===== src/rtl/assert_macros.svh =====
// assertion helper macros for the intel hex record parser rtl
// clocked on clk, disabled while rst_n is low; empty bodies when SYNTH is set
`ifndef ASSERT_MACROS_SVH
`define ASSERT_MACROS_SVH
`ifndef SYNTH
`define ASSERT_CLK(lbl, prop, msg) \
  lbl: assert property (@(posedge clk) disable iff (!rst_n) prop) else $error(msg);
`define ASSERT_NEVER(lbl, expr, msg) \
  lbl: assert property (@(posedge clk) disable iff (!rst_n) !(expr)) else $error(msg);
`else
`define ASSERT_CLK(lbl, prop, msg)
`define ASSERT_NEVER(lbl, expr, msg)
`endif
`endif


===== src/rtl/ihex_pkg.sv =====
// shared types, codes and the hex digit decoder for the intel hex record parser
// no dependencies
package ihex_pkg;

  typedef enum logic [4:0] {
    PH_LINE_START = 5'b00001,
    PH_SKIP       = 5'b00010,
    PH_HEADER     = 5'b00100,
    PH_DATA       = 5'b01000,
    PH_CHECK      = 5'b10000
  } phase_t;

  localparam logic [1:0] KIND_WRITE = 2'd0;
  localparam logic [1:0] KIND_DONE  = 2'd1;
  localparam logic [1:0] KIND_FAIL  = 2'd2;

  localparam logic [2:0] ERR_HEADER        = 3'd0;
  localparam logic [2:0] ERR_RANGE         = 3'd1;
  localparam logic [2:0] ERR_DATA          = 3'd2;
  localparam logic [2:0] ERR_CHECK_MISSING = 3'd3;
  localparam logic [2:0] ERR_CHECK_BAD     = 3'd4;

  localparam logic [7:0] CHAR_COLON   = 8'h3A;
  localparam logic [7:0] CHAR_NEWLINE = 8'h0A;

  localparam logic [7:0] REC_DATA = 8'h00;
  localparam logic [7:0] REC_EOF  = 8'h01;
  localparam logic [7:0] COUNT_MAX = 8'hFF;

  typedef struct packed {
    logic       ok;
    logic [3:0] val;
  } hex_digit_t;

  function automatic hex_digit_t hex_decode(input logic [7:0] c);
    hex_digit_t d;
    d.ok  = 1'b1;
    d.val = 4'd0;
    if (c >= 8'h30 && c <= 8'h39) begin
      d.val = 4'(c - 8'h30);
    end else if (c >= 8'h41 && c <= 8'h46) begin
      d.val = 4'(c - 8'h37);
    end else if (c >= 8'h61 && c <= 8'h66) begin
      d.val = 4'(c - 8'h57);
    end else begin
      d.ok = 1'b0;
    end
    return d;
  endfunction

endpackage


===== src/rtl/intel_hex_record_parser_unit.sv =====
// intel hex record parser: one text character per transaction in, data byte writes
// and a finish or failure transaction out; uses ihex_pkg and assert_macros.svh
//
//  channel | dir | tdata                      | tuser       | tlast
//  in_     | in  | text_char                  | -           | end_of_text
//  out_    | out | write_address, write_byte, | result_kind | -
//          |     | error_code, pages_used     |             |
//
// one character a cycle while in_tready is high; a result is in the output register the cycle after acceptance.
// the parse state updates at acceptance; the output register holds at most one result.
// in_tready drops only while a result waits and out_tready is low.
// reset clears the phase, digit counter, page bitmap, page count, stop flag and output valid.
// after a finish or failure every character is accepted and dropped until reset.
`include "assert_macros.svh"

module intel_hex_record_parser_unit import ihex_pkg::*; #(
  parameter int FLASH_BYTES = 8192,
  parameter int PAGE_BYTES  = 64
) (
  input  logic        clk,
  input  logic        rst_n,
  input  logic        in_tvalid,
  output logic        in_tready,
  input  logic [7:0]  in_tdata,   // [7:0] text_char
  input  logic        in_tlast,   // end_of_text
  output logic        out_tvalid,
  input  logic        out_tready,
  output logic [31:0] out_tdata,  // [12:0] write_address, [20:13] write_byte,
                                  // [23:21] error_code, [31:24] pages_used
  output logic [1:0]  out_tuser   // [1:0] result_kind
);

  // page size must be a power of two (the block does not check it), so the page number is a shift
  localparam int PAGE_SHIFT = $clog2(PAGE_BYTES);
  localparam int NPAGES     = (FLASH_BYTES + PAGE_BYTES - 1) / PAGE_BYTES;
  localparam int PIDX_W     = (NPAGES > 1) ? $clog2(NPAGES) : 1;
  localparam logic [16:0] FLASH_LIMIT = 17'(FLASH_BYTES);

  phase_t            phase_r, phase_nxt;
  logic              stopped_r, stopped_nxt;
  logic [3:0]        nibble_r, nibble_nxt;
  logic [2:0]        digit_r, digit_nxt;
  logic [7:0]        rec_len_r, rec_len_nxt;
  logic [15:0]       rec_addr_r, rec_addr_nxt;
  logic [7:0]        rec_kind_r, rec_kind_nxt;
  logic [7:0]        sum_r, sum_nxt;
  logic [7:0]        data_idx_r, data_idx_nxt;
  logic [NPAGES-1:0] page_marks_r, page_marks_nxt;
  logic [7:0]        page_count_r, page_count_nxt;

  logic              out_valid_r;
  logic [1:0]        out_kind_r;
  logic [31:0]       out_data_r;

  logic              in_accept;
  logic              emit_c;
  logic [1:0]        kind_c;
  logic [12:0]       waddr_c;
  logic [7:0]        wbyte_c;
  logic [2:0]        err_c;
  logic [7:0]        pages_c;
  hex_digit_t        hd;
  logic [7:0]        byte_c;
  logic [16:0]       addr_sum;
  logic [16:0]       range_sum;
  logic [16:0]       page_sum;
  logic [PIDX_W-1:0] page_idx;

  assign in_tready = !out_valid_r || out_tready;
  assign in_accept = in_tvalid && in_tready;

  assign hd        = hex_decode(in_tdata);
  assign byte_c    = {nibble_r, hd.val};
  assign addr_sum  = {1'b0, rec_addr_r} + {9'b0, data_idx_r};
  assign page_sum  = addr_sum >> PAGE_SHIFT;
  assign page_idx  = page_sum[PIDX_W-1:0];
  assign range_sum = {1'b0, rec_addr_nxt} + {9'b0, rec_len_nxt};

  always_comb begin
    phase_nxt      = phase_r;
    stopped_nxt    = stopped_r;
    nibble_nxt     = nibble_r;
    digit_nxt      = digit_r;
    rec_len_nxt    = rec_len_r;
    rec_addr_nxt   = rec_addr_r;
    rec_kind_nxt   = rec_kind_r;
    sum_nxt        = sum_r;
    data_idx_nxt   = data_idx_r;
    page_marks_nxt = page_marks_r;
    page_count_nxt = page_count_r;
    emit_c         = 1'b0;
    kind_c         = KIND_WRITE;
    waddr_c        = 13'd0;
    wbyte_c        = 8'd0;
    err_c          = ERR_HEADER;
    pages_c        = 8'd0;

    if (in_accept && !stopped_r) begin
      unique case (phase_r)
        PH_LINE_START: begin
          if (in_tdata == CHAR_COLON) begin
            phase_nxt    = PH_HEADER;
            digit_nxt    = 3'd0;
            rec_len_nxt  = 8'd0;
            rec_addr_nxt = 16'd0;
            rec_kind_nxt = 8'd0;
          end else if (in_tdata != CHAR_NEWLINE) begin
            phase_nxt = PH_SKIP;
          end
        end
        PH_SKIP: begin
          if (in_tdata == CHAR_NEWLINE) begin
            phase_nxt = PH_LINE_START;
          end
        end
        PH_HEADER: begin
          if (!hd.ok) begin
            emit_c      = 1'b1;
            kind_c      = KIND_FAIL;
            err_c       = ERR_HEADER;
            stopped_nxt = 1'b1;
          end else begin
            if (digit_r < 3'd2) begin
              rec_len_nxt = {rec_len_r[3:0], hd.val};
            end else if (digit_r < 3'd6) begin
              rec_addr_nxt = {rec_addr_r[11:0], hd.val};
            end else begin
              rec_kind_nxt = {rec_kind_r[3:0], hd.val};
            end
            if (digit_r != 3'd7) begin
              digit_nxt = digit_r + 3'd1;
            end else begin
              digit_nxt = 3'd0;
              if (rec_kind_nxt == REC_EOF) begin
                emit_c      = 1'b1;
                kind_c      = KIND_DONE;
                pages_c     = page_count_r;
                stopped_nxt = 1'b1;
              end else if (rec_kind_nxt != REC_DATA) begin
                phase_nxt = PH_SKIP;
              end else if (range_sum > FLASH_LIMIT) begin
                emit_c      = 1'b1;
                kind_c      = KIND_FAIL;
                err_c       = ERR_RANGE;
                stopped_nxt = 1'b1;
              end else begin
                sum_nxt      = rec_len_nxt + rec_addr_nxt[15:8] + rec_addr_nxt[7:0];
                data_idx_nxt = 8'd0;
                phase_nxt    = (rec_len_nxt != 8'd0) ? PH_DATA : PH_CHECK;
              end
            end
          end
        end
        PH_DATA: begin
          if (!hd.ok) begin
            emit_c      = 1'b1;
            kind_c      = KIND_FAIL;
            err_c       = ERR_DATA;
            stopped_nxt = 1'b1;
          end else if (digit_r == 3'd0) begin
            nibble_nxt = hd.val;
            digit_nxt  = 3'd1;
          end else begin
            digit_nxt = 3'd0;
            sum_nxt   = sum_r + byte_c;
            if (!page_marks_r[page_idx]) begin
              page_marks_nxt[page_idx] = 1'b1;
              if (page_count_r != COUNT_MAX) begin
                page_count_nxt = page_count_r + 8'd1;
              end
            end
            emit_c       = 1'b1;
            kind_c       = KIND_WRITE;
            waddr_c      = addr_sum[12:0];
            wbyte_c      = byte_c;
            data_idx_nxt = data_idx_r + 8'd1;
            if (data_idx_nxt >= rec_len_r) begin
              phase_nxt = PH_CHECK;
            end
          end
        end
        PH_CHECK: begin
          if (!hd.ok) begin
            emit_c      = 1'b1;
            kind_c      = KIND_FAIL;
            err_c       = ERR_CHECK_MISSING;
            stopped_nxt = 1'b1;
          end else if (digit_r == 3'd0) begin
            nibble_nxt = hd.val;
            digit_nxt  = 3'd1;
          end else begin
            digit_nxt = 3'd0;
            if (8'(sum_r + byte_c) != 8'h00) begin
              emit_c      = 1'b1;
              kind_c      = KIND_FAIL;
              err_c       = ERR_CHECK_BAD;
              stopped_nxt = 1'b1;
            end else begin
              phase_nxt = PH_SKIP;
            end
          end
        end
        default: phase_nxt = PH_SKIP;
      endcase

      // end of text overrides any data write from the same character
      if (in_tlast && !stopped_nxt) begin
        emit_c      = 1'b1;
        stopped_nxt = 1'b1;
        waddr_c     = 13'd0;
        wbyte_c     = 8'd0;
        pages_c     = 8'd0;
        err_c       = ERR_HEADER;
        if (phase_nxt == PH_HEADER) begin
          kind_c = KIND_FAIL;
          err_c  = ERR_HEADER;
        end else if (phase_nxt == PH_DATA) begin
          kind_c = KIND_FAIL;
          err_c  = ERR_DATA;
        end else if (phase_nxt == PH_CHECK) begin
          kind_c = KIND_FAIL;
          err_c  = ERR_CHECK_MISSING;
        end else begin
          kind_c  = KIND_DONE;
          pages_c = page_count_nxt;
        end
      end
    end
  end

  always_ff @(posedge clk) begin
    if (!rst_n) begin
      phase_r      <= PH_LINE_START;
      stopped_r    <= 1'b0;
      digit_r      <= 3'd0;
      page_marks_r <= '0;
      page_count_r <= 8'd0;
      out_valid_r  <= 1'b0;
    end else begin
      phase_r      <= phase_nxt;
      stopped_r    <= stopped_nxt;
      digit_r      <= digit_nxt;
      page_marks_r <= page_marks_nxt;
      page_count_r <= page_count_nxt;
      if (in_accept) begin
        out_valid_r <= emit_c;
      end else if (out_tready) begin
        out_valid_r <= 1'b0;
      end
    end
  end

  // payload registers
  always_ff @(posedge clk) begin
    nibble_r   <= nibble_nxt;
    rec_len_r  <= rec_len_nxt;
    rec_addr_r <= rec_addr_nxt;
    rec_kind_r <= rec_kind_nxt;
    sum_r      <= sum_nxt;
    data_idx_r <= data_idx_nxt;
    if (in_accept && emit_c) begin
      out_kind_r <= kind_c;
      out_data_r <= {pages_c, err_c, wbyte_c, waddr_c};
    end
  end

  assign out_tvalid = out_valid_r;
  assign out_tuser  = out_kind_r;
  assign out_tdata  = out_data_r;

  `ASSERT_CLK(a_stop_sticks, stopped_r |=> stopped_r, "stop flag cleared without reset")
  `ASSERT_CLK(a_end_result_stops,
    (in_accept && emit_c && kind_c != KIND_WRITE) |=> stopped_r,
    "finish or failure transaction did not stop the parser")
  `ASSERT_CLK(a_page_count_tracks,
    ($countones(page_marks_r) < 255) |-> (32'(page_count_r) == $countones(page_marks_r)),
    "page count differs from marked pages")
  `ASSERT_NEVER(a_data_index_bound,
    (phase_r == PH_DATA) && (data_idx_r >= rec_len_r),
    "data phase with no bytes left in the record")
  `ASSERT_NEVER(a_byte_digit_bound,
    ((phase_r == PH_DATA) || (phase_r == PH_CHECK)) && (digit_r > 3'd1),
    "digit counter out of range for a byte")

endmodule

===== config.mk =====
export PLATFORM = sky130hd
export DESIGN_NAME = intel_hex_record_parser_unit
export DESIGN_NICKNAME = d
export VERILOG_FILES = /design/src/rtl/ihex_pkg.sv /design/src/rtl/intel_hex_record_parser_unit.sv
export VERILOG_INCLUDE_DIRS = /design/src /design/src/rtl
export SDC_FILE = /design/constraint.sdc
export NUM_CORES = 1
export LEC_CHECK = 0
export ABC_AREA = 1
export BUFFER_PORTS_ARGS = -buffer_cell sky130_fd_sc_hd__buf_2
export CORE_UTILIZATION = 35
export DETAILED_ROUTE_END_ITERATION = 16
export GPL_TIMING_DRIVEN = 1
export PLACE_DENSITY = 0.55
export SLEW_MARGIN = 20
export SYNTH_ARGS = -nofsm -noshare
export SYNTH_HDL_FRONTEND = slang
export SYNTH_SLANG_ARGS = --single-unit

===== constraint.sdc =====
create_clock -name clk -period 6 [get_ports clk]
set_clock_uncertainty 0.05 [all_clocks]
set_input_delay 1.5 -clock clk [delete_from_list [all_inputs] [get_ports clk]]
set_output_delay 1.5 -clock clk [all_outputs]
set_load 0.02 [all_outputs]

# [Word-level counts from Yosys, hierarchy flattened]
# Index checks and enable logic that the tools add are counted.
# Widths: inputs -> output; s select.
[totals] ff_bits=232 in_bits=13 out_inout_bits=36 wordCells=236
[classes] n_addsub=11 n_lt_le_gt_ge=12 n_eq_ne=23 n_mux=142 bitwise=6 n_reduce_logical=27
[op_table] op="$mux 8" count=41
[op_table] op="$mux 16" count=8
[op_table] op="$or 128x128->128" count=1
[op_table] op="$mux 5" count=16
[op_table] op="$pmux 8 s2" count=4
[op_table] op="$mux 1" count=36
[op_table] op="$mux 2" count=17
[op_table] op="$pmux 16 s2" count=1
[op_table] op="$pmux 5 s5" count=1
[op_table] op="$add 8x8->8" count=3
[op_table] op="$mux 3" count=8
[op_table] op="$reduce_bool 8->1" count=3
[op_table] op="$pmux 3 s3" count=2
[op_table] op="$add 16x8->17" count=1
[op_table] op="$gt 17x14->1 const B" count=1
[op_table] op="$add 8x1->8 const B" count=2
[op_table] op="$ge 8x7->1 const B" count=2
[op_table] op="$le 8x7->1 const B" count=2
[op_table] op="$ne 2x2->1 const B" count=8
[op_table] op="$add 13x8->13" count=1
[op_table] op="$mux 4" count=3
[op_table] op="$eq 5x3->1 const B" count=2
[op_table] op="$eq 5x4->1 const B" count=2
[op_table] op="$eq 5x5->1 const B" count=2
[op_table] op="other kinds (35)" count=54

# [Depth between registers and ports, before layout]
[logic_depth] depth_word=27 ltp_mapped=37

# [Worst setup path before layout]
# Ideal clock, no wire load.
[synth_timing] kind="input-to-reg" from="input in_tdata[0]" to="register data_idx_r[0], enable pin" setup_ns=0.414 arrival_time_ns=5.917 required_ns=5.536 slack_ns=-0.381 cell_stages=29 path_buffers=0 path_cell_list="inv_1 > ha_1 > nand2_1 > nand3_1 > nand2_2 > nand2_2 > inv_1 > nor3_1 > inv_1 > nand2_1 > o21ai_0 > o21ai_0 > ha_1 > inv_1 > fa_1 > nand3b_1 > o211ai_1 > nand2_1 > nand2_1 > nand2_1 > nand2_1 > nand3_1 > nand2_1 > nand4_1 > nand2_1 > nand3_1 > inv_1 > nand2_1 > a211oi_1"
[synth_via] word_cells_on_any_way=51 cone_classes="add/sub: 4; order compare: 7; eq/ne: 7; mux: 28; reduce/logical: 5"
[synth_lines] element="start, declared" line="intel_hex_record_parser_unit.sv:24" rtl="input logic [7:0] in_tdata,"
[synth_lines] element="$ge 8x7->1 or $le 8x7->1 (tied branches)" line="ihex_pkg.sv:43" rtl="end else if (c >= 8'h61 && c <= 8'h66) begin"
[synth_lines] element="$logic_and 1x1->1" line="ihex_pkg.sv:43"
[synth_lines] element="$mux 4" line="ihex_pkg.sv:43"
[synth_lines] element="$mux 4" line="ihex_pkg.sv:41" rtl="end else if (c >= 8'h41 && c <= 8'h46) begin"
[synth_lines] element="$mux 4 (*)" line="ihex_pkg.sv:39" rtl="if (c >= 8'h30 && c <= 8'h39) begin"
[synth_lines] element="net byte_c[0]" line="intel_hex_record_parser_unit.sv:63" rtl="logic [7:0] byte_c;"
[synth_lines] element="$mux 8 (*)" line="intel_hex_record_parser_unit.sv:123" rtl="if (digit_r < 3'd2) begin"
[synth_lines] element="$mux 8 (*)" line="intel_hex_record_parser_unit.sv:117" rtl="if (!hd.ok) begin"
[synth_lines] element="[... 2 more ...]"
[synth_lines] element="$mux 8 (*)" line="intel_hex_record_parser_unit.sv:117"
[synth_lines] element="$pmux 8 s2 (*)" line="intel_hex_record_parser_unit.sv:99" rtl="unique case (phase_r)"
[synth_lines] element="$mux 8 (*)" line="intel_hex_record_parser_unit.sv:98" rtl="if (in_accept && !stopped_r) begin"
[synth_lines] element="net rec_len_nxt[0]" line="intel_hex_record_parser_unit.sv:43" rtl="logic [7:0] rec_len_r, rec_len_nxt;"
[synth_lines] element="$add 16x8->17 (*)" line="intel_hex_record_parser_unit.sv:77" rtl="assign range_sum = {1'b0, rec_addr_nxt} + {9'b0, rec_len_nxt};"
[synth_lines] element="$gt 17x14->1 (*)" line="intel_hex_record_parser_unit.sv:141" rtl="end else if (range_sum > FLASH_LIMIT) begin"
[synth_lines] element="$ne 2x2->1 (no source line) (*)"
[synth_lines] element="$reduce_and 9->1 (no source line) (*)"
[synth_lines] element="end signal, assigned" line="intel_hex_record_parser_unit.sv:260" rtl="data_idx_r <= data_idx_nxt;"
[synth_lines] element="end, declared" line="intel_hex_record_parser_unit.sv:47" rtl="logic [7:0] data_idx_r, data_idx_nxt;"
# Mark *: on every way through the listed nets, which the timed path passes. The rest lies on a longest branch. The select of a mux whose other input is x is not followed.
# A chain may end at the register's enable or synchronous reset.

# [Worst setup path after layout]
[layout_timing] from="input in_tdata[1]" to="register out_kind_r[1], in the netlist out_tuser[1], enable pin"
[layout_via] word_cells_on_any_way=73 cone_classes="add/sub: 5; order compare: 7; eq/ne: 2; mux: 51; reduce/logical: 8"
[layout_lines] element="$ge 8x7->1 or $le 8x7->1 (tied branches)" line="ihex_pkg.sv:43"
[layout_lines] element="$logic_and 1x1->1" line="ihex_pkg.sv:43"
[layout_lines] element="$mux 4" line="ihex_pkg.sv:43"
[layout_lines] element="$mux 4" line="ihex_pkg.sv:41"
[layout_lines] element="$mux 4 (*)" line="ihex_pkg.sv:39"
[layout_lines] element="net byte_c[0]" line="intel_hex_record_parser_unit.sv:63"
[layout_lines] element="$mux 8 (*)" line="intel_hex_record_parser_unit.sv:123"
[layout_lines] element="$mux 8 (*)" line="intel_hex_record_parser_unit.sv:117"
[layout_lines] element="[... 5 more ...]"
[layout_lines] element="net rec_len_nxt[0]" line="intel_hex_record_parser_unit.sv:43"
[layout_lines] element="[... 6 more ...]"
[layout_lines] element="$mux 1" line="intel_hex_record_parser_unit.sv:117"
[layout_lines] element="$pmux 1 s3" line="intel_hex_record_parser_unit.sv:99"
[layout_lines] element="$mux 1" line="intel_hex_record_parser_unit.sv:98"
[layout_lines] element="$logic_not 1->1" line="intel_hex_record_parser_unit.sv:207" rtl="if (in_tlast && !stopped_nxt) begin"
[layout_lines] element="$logic_and 1x1->1" line="intel_hex_record_parser_unit.sv:207"
[layout_lines] element="$mux 1 (*)" line="intel_hex_record_parser_unit.sv:207"
[layout_lines] element="$mux 1 (*)" line="intel_hex_record_parser_unit.sv:98"
[layout_lines] element="$logic_and 1x1->1 (*)" line="intel_hex_record_parser_unit.sv:261" rtl="if (in_accept && emit_c) begin"
[layout_lines] element="end signal, assigned" line="intel_hex_record_parser_unit.sv:262" rtl="out_kind_r <= kind_c;"
[layout_lines] element="end, declared" line="intel_hex_record_parser_unit.sv:52" rtl="logic [1:0] out_kind_r;"
# Marks and branches as above.

==> flow_summary.json <==
{
  "syn2layout_area_growth_pct": 15.9,
  "slew_violations": 0,
  "internal_power_mw": 2.87,
  "p_comb_frac": 0.124,
  "cts_max_level": 1,
  "hold_path_end": "page_marks_r[84]$_SDFFE_PN0P_",
  "viasPerCell": 4.86,
  "reg2reg_slack_ns": 1.11,
  "fin_util": 0.415,
  "synth_top_area_cell": "dfxtp_1",
  "cts_buffer_depth": 3,
  "coreArea_mm2": 0.0369,
  "async_flop_share": 0,
  "clkPwrFrac": 0.450,
  "synthFlopType": "dfxtp_1",
  "max_freq_ghz": 0.183,
  "drtPass1Iterations": 8,
  "synth_cell_types": 47,
  "die_h_um": 196,
  "dp.cells": 2389,
  "layout-drive-gt1-share": 0.109,
  "worst_slew_pin_slew_ns": 1.06,
  "leakage_nw": 6.22,
  "worstHoldPathCells": 2,
  "synthTopCellsByArea": "dfxtp_1, edfxtp_1, nand2_1, inv_1, a21oi_1",
  "min_from": "page_marks_r[84]$_SDFFE_PN0P_",
  "seq_power_share": 0.426,
  "ctsHoldBuffers": 0,
  "maxSlewHeadroom": 0.294,
  "avgSynthCellArea_um2": 7.08,
  "grt_usage": 0.189,
  "synthCells": 1864,
  "dieArea_mm2": 0.0385,
  "finalInstanceArea_mm2": 0.0153,
  "worstSkewPairLatency_ns": 0.56,
  "nets": 1989,
  "drv_cap": 0,
  "whs_ns": 0.398,
  "synth-edff-count": 62,
  "p_switching_mw": 1.05,
  "drt_iter0_drc": 834,
  "synth_fp_nets": 1934,
  "hp-class": "flop to flop",
  "r2r-end": "out_tuser[1]$_SDFFCE_PN0P_",
  "hold_viol_final": 0,
  "powerDensity_mw_per_mm2": 256,
  "finalSetupTns_ns": 0,
  "drc": 0,
  "wl_per_cell_um": 15.0,
  "antenna_found_initial": 0,
  "critPathKind": "primary input to flop",
  "syn_area_mm2": 0.0132,
  "r2r-start": "phase_r[3]$_SDFFE_PN0P_",
  "critical_path_arrival_ns": 5.73,
  "grt_overflow": 0,
  "synth.most_common_cell": "nand2_1",
  "synth_top_area_share": 0.258,
  "yosysWarnings": 0,
  "cts_tree": "done",
  "slowest_delay_ns": 0.34,
  "end_kind": "flop",
  "grt_max_degree": 105,
  "grt_first_pass_wirelength_um": 58600,
  "critical_path.max_fanout": 7,
  "status": "finished clean",
  "root_buffer": "clkbuf_16",
  "clk_pin_slew_ns": 0.06,
  "final_cell_count_no_fill": 2445,
  "routed_wirelength_um": 36600,
  "yosysSeqAreaShare": 0.399,
  "post-dp-hpwl_um": 24500,
  "cp_common_cell": "nand2_1",
  "io_buffers": 48,
  "die_x_um": 196,
  "place_area_mm2": 0.0142,
  "vias": 11900,
  "critPathLaunchType": "primary input",
  "required_ns": 6.26,
  "grt_pass1_vias": 11200,
  "fin_crit_sh": 0.911,
  "start_util": 0.358,
  "yosys-top-cells-count": "nand2_1, inv_1, dfxtp_1",
  "slowest_stage": "fa_2",
  "gp_congestion": 0.891,
  "ioPinCount": 49,
  "numCtsBuffers": 28,
  "rows": 70,
  "antenna_cells": 0,
  "period_minus_slack_ns": 5.47,
  "cts_sinks": 232,
  "setup_viol": 0,
  "ir_worst_vdd_mv": 0.177,
  "sw_frac_of_total": 0.268,
  "ys_ff_latch": 232,
  "reg2regPathDepth": 30,
  "ant_nets": 0
}
cells by family after synthesis:
logic type,count (synthesis),synth area share
DFF,232,0.399
and+or+nand+nor,818,0.262
muxes,3,0.00227
xor gates and xnor gates,34,0.0237
adders and majority gates,57,0.0603
buffers and inverters,382,0.118
AOI/OAI and AO/OA,338,0.135
flip-flops by register name, indices dropped and copies added, names as in the netlist, 8 cells and up:
register and flops:
data_idx_r 8, out_tdata 32, page_count_r 8, page_marks_r 128
rec_addr_r 16, rec_kind_r 8, rec_len_r 8, sum_r 8
layout by cell type, fill, tap and decap left out, drive strengths merged, types with 9 or more instances in the layout:
cell type / instances
o21ai: 140
dfxtp: 170
ha: 46
nand4: 22
inv: 306
buf: 99
a21oi: 165
clkinv: 9
clkbuf: 44
xor2: 27
nand3: 139
nand2: 491
nor3: 18
nor2: 134
fa: 11
edfxtp: 62
o22ai: 10
worst max path at each step:
stage	endpoint	slack [ns]	startpoint
2_1_floorplan	out_tdata[0]$_SDFFCE_PP0P_	0.03	in_tdata[0]
3_3_place_gp	out_tdata[16]$_SDFFCE_PP0P_	-0.03	in_tdata[1]
3_5_place_dp	out_tdata[16]$_SDFFCE_PP0P_	-0.09	in_tdata[1]
4_1_cts	out_tdata[20]$_SDFFCE_PP0P_	0.47	in_tdata[1]
5_1_grt	out_tuser[1]$_SDFFCE_PN0P_	-0.01	in_tdata[0]
6_report	out_tuser[1]$_SDFFCE_PN0P_	0.53	in_tdata[1]
metal layers:
layer | vias up | global-route usage | routed length (µm)
met1 | 5561 | 0.260 | 17600
met4 | 0 | 0.0440 | 592
li1 | 6082 | - | -
met3 | 46 | 0.0234 | 1480
met5 | - | 0 | 0
met2 | 203 | 0.313 | 16800
power by group through the flow:
stage               clock (mW)  sequential, mW  combinational (mW)
floorplan                    0            1.71               0.295
global placement             0            1.70               0.473
detailed placement           0            1.70               0.476
CTS                       1.80            1.67               0.478
global route              1.87            1.67               0.539
finish                    1.76            1.67               0.488
final cells by class:
class	instances	area (µm²)
fillers	3866	21600
multi-input cells	1250	6530
flip-flops and latches	232	5270
inverters	307	1160
clock buffers	43	935
repair buffers	100	731
well taps	504	631
clock inverters	9	51.3
worst max-delay path: cells and delay by family:
| kind | cells | cell delay [ns] |
|---|---|---|
| and+or+nand+nor | 20 | 1.81 |
| buffers and inverters | 8 | 0.97 |
| adders and majority gates | 3 | 0.74 |
| AOI/OAI and AO/OA | 4 | 0.70 |
metrics by stage:
stage / total power, mW / setup WS (ns)
final: 3.92 / 0.534
after detailed placement: 2.18 / -0.0852
after global routing: 4.08 / -0.0135
after CTS: 3.95 / 0.467
after floorplan: 2.01 / 0.0254
after global placement: 2.18 / -0.0280
timing repair:
action                                  CTS  global route
buffers inserted                          0             2
endpoints found under the setup margin    0            68
resized for setup                         0            15
(Power assumes the default switching activity.)
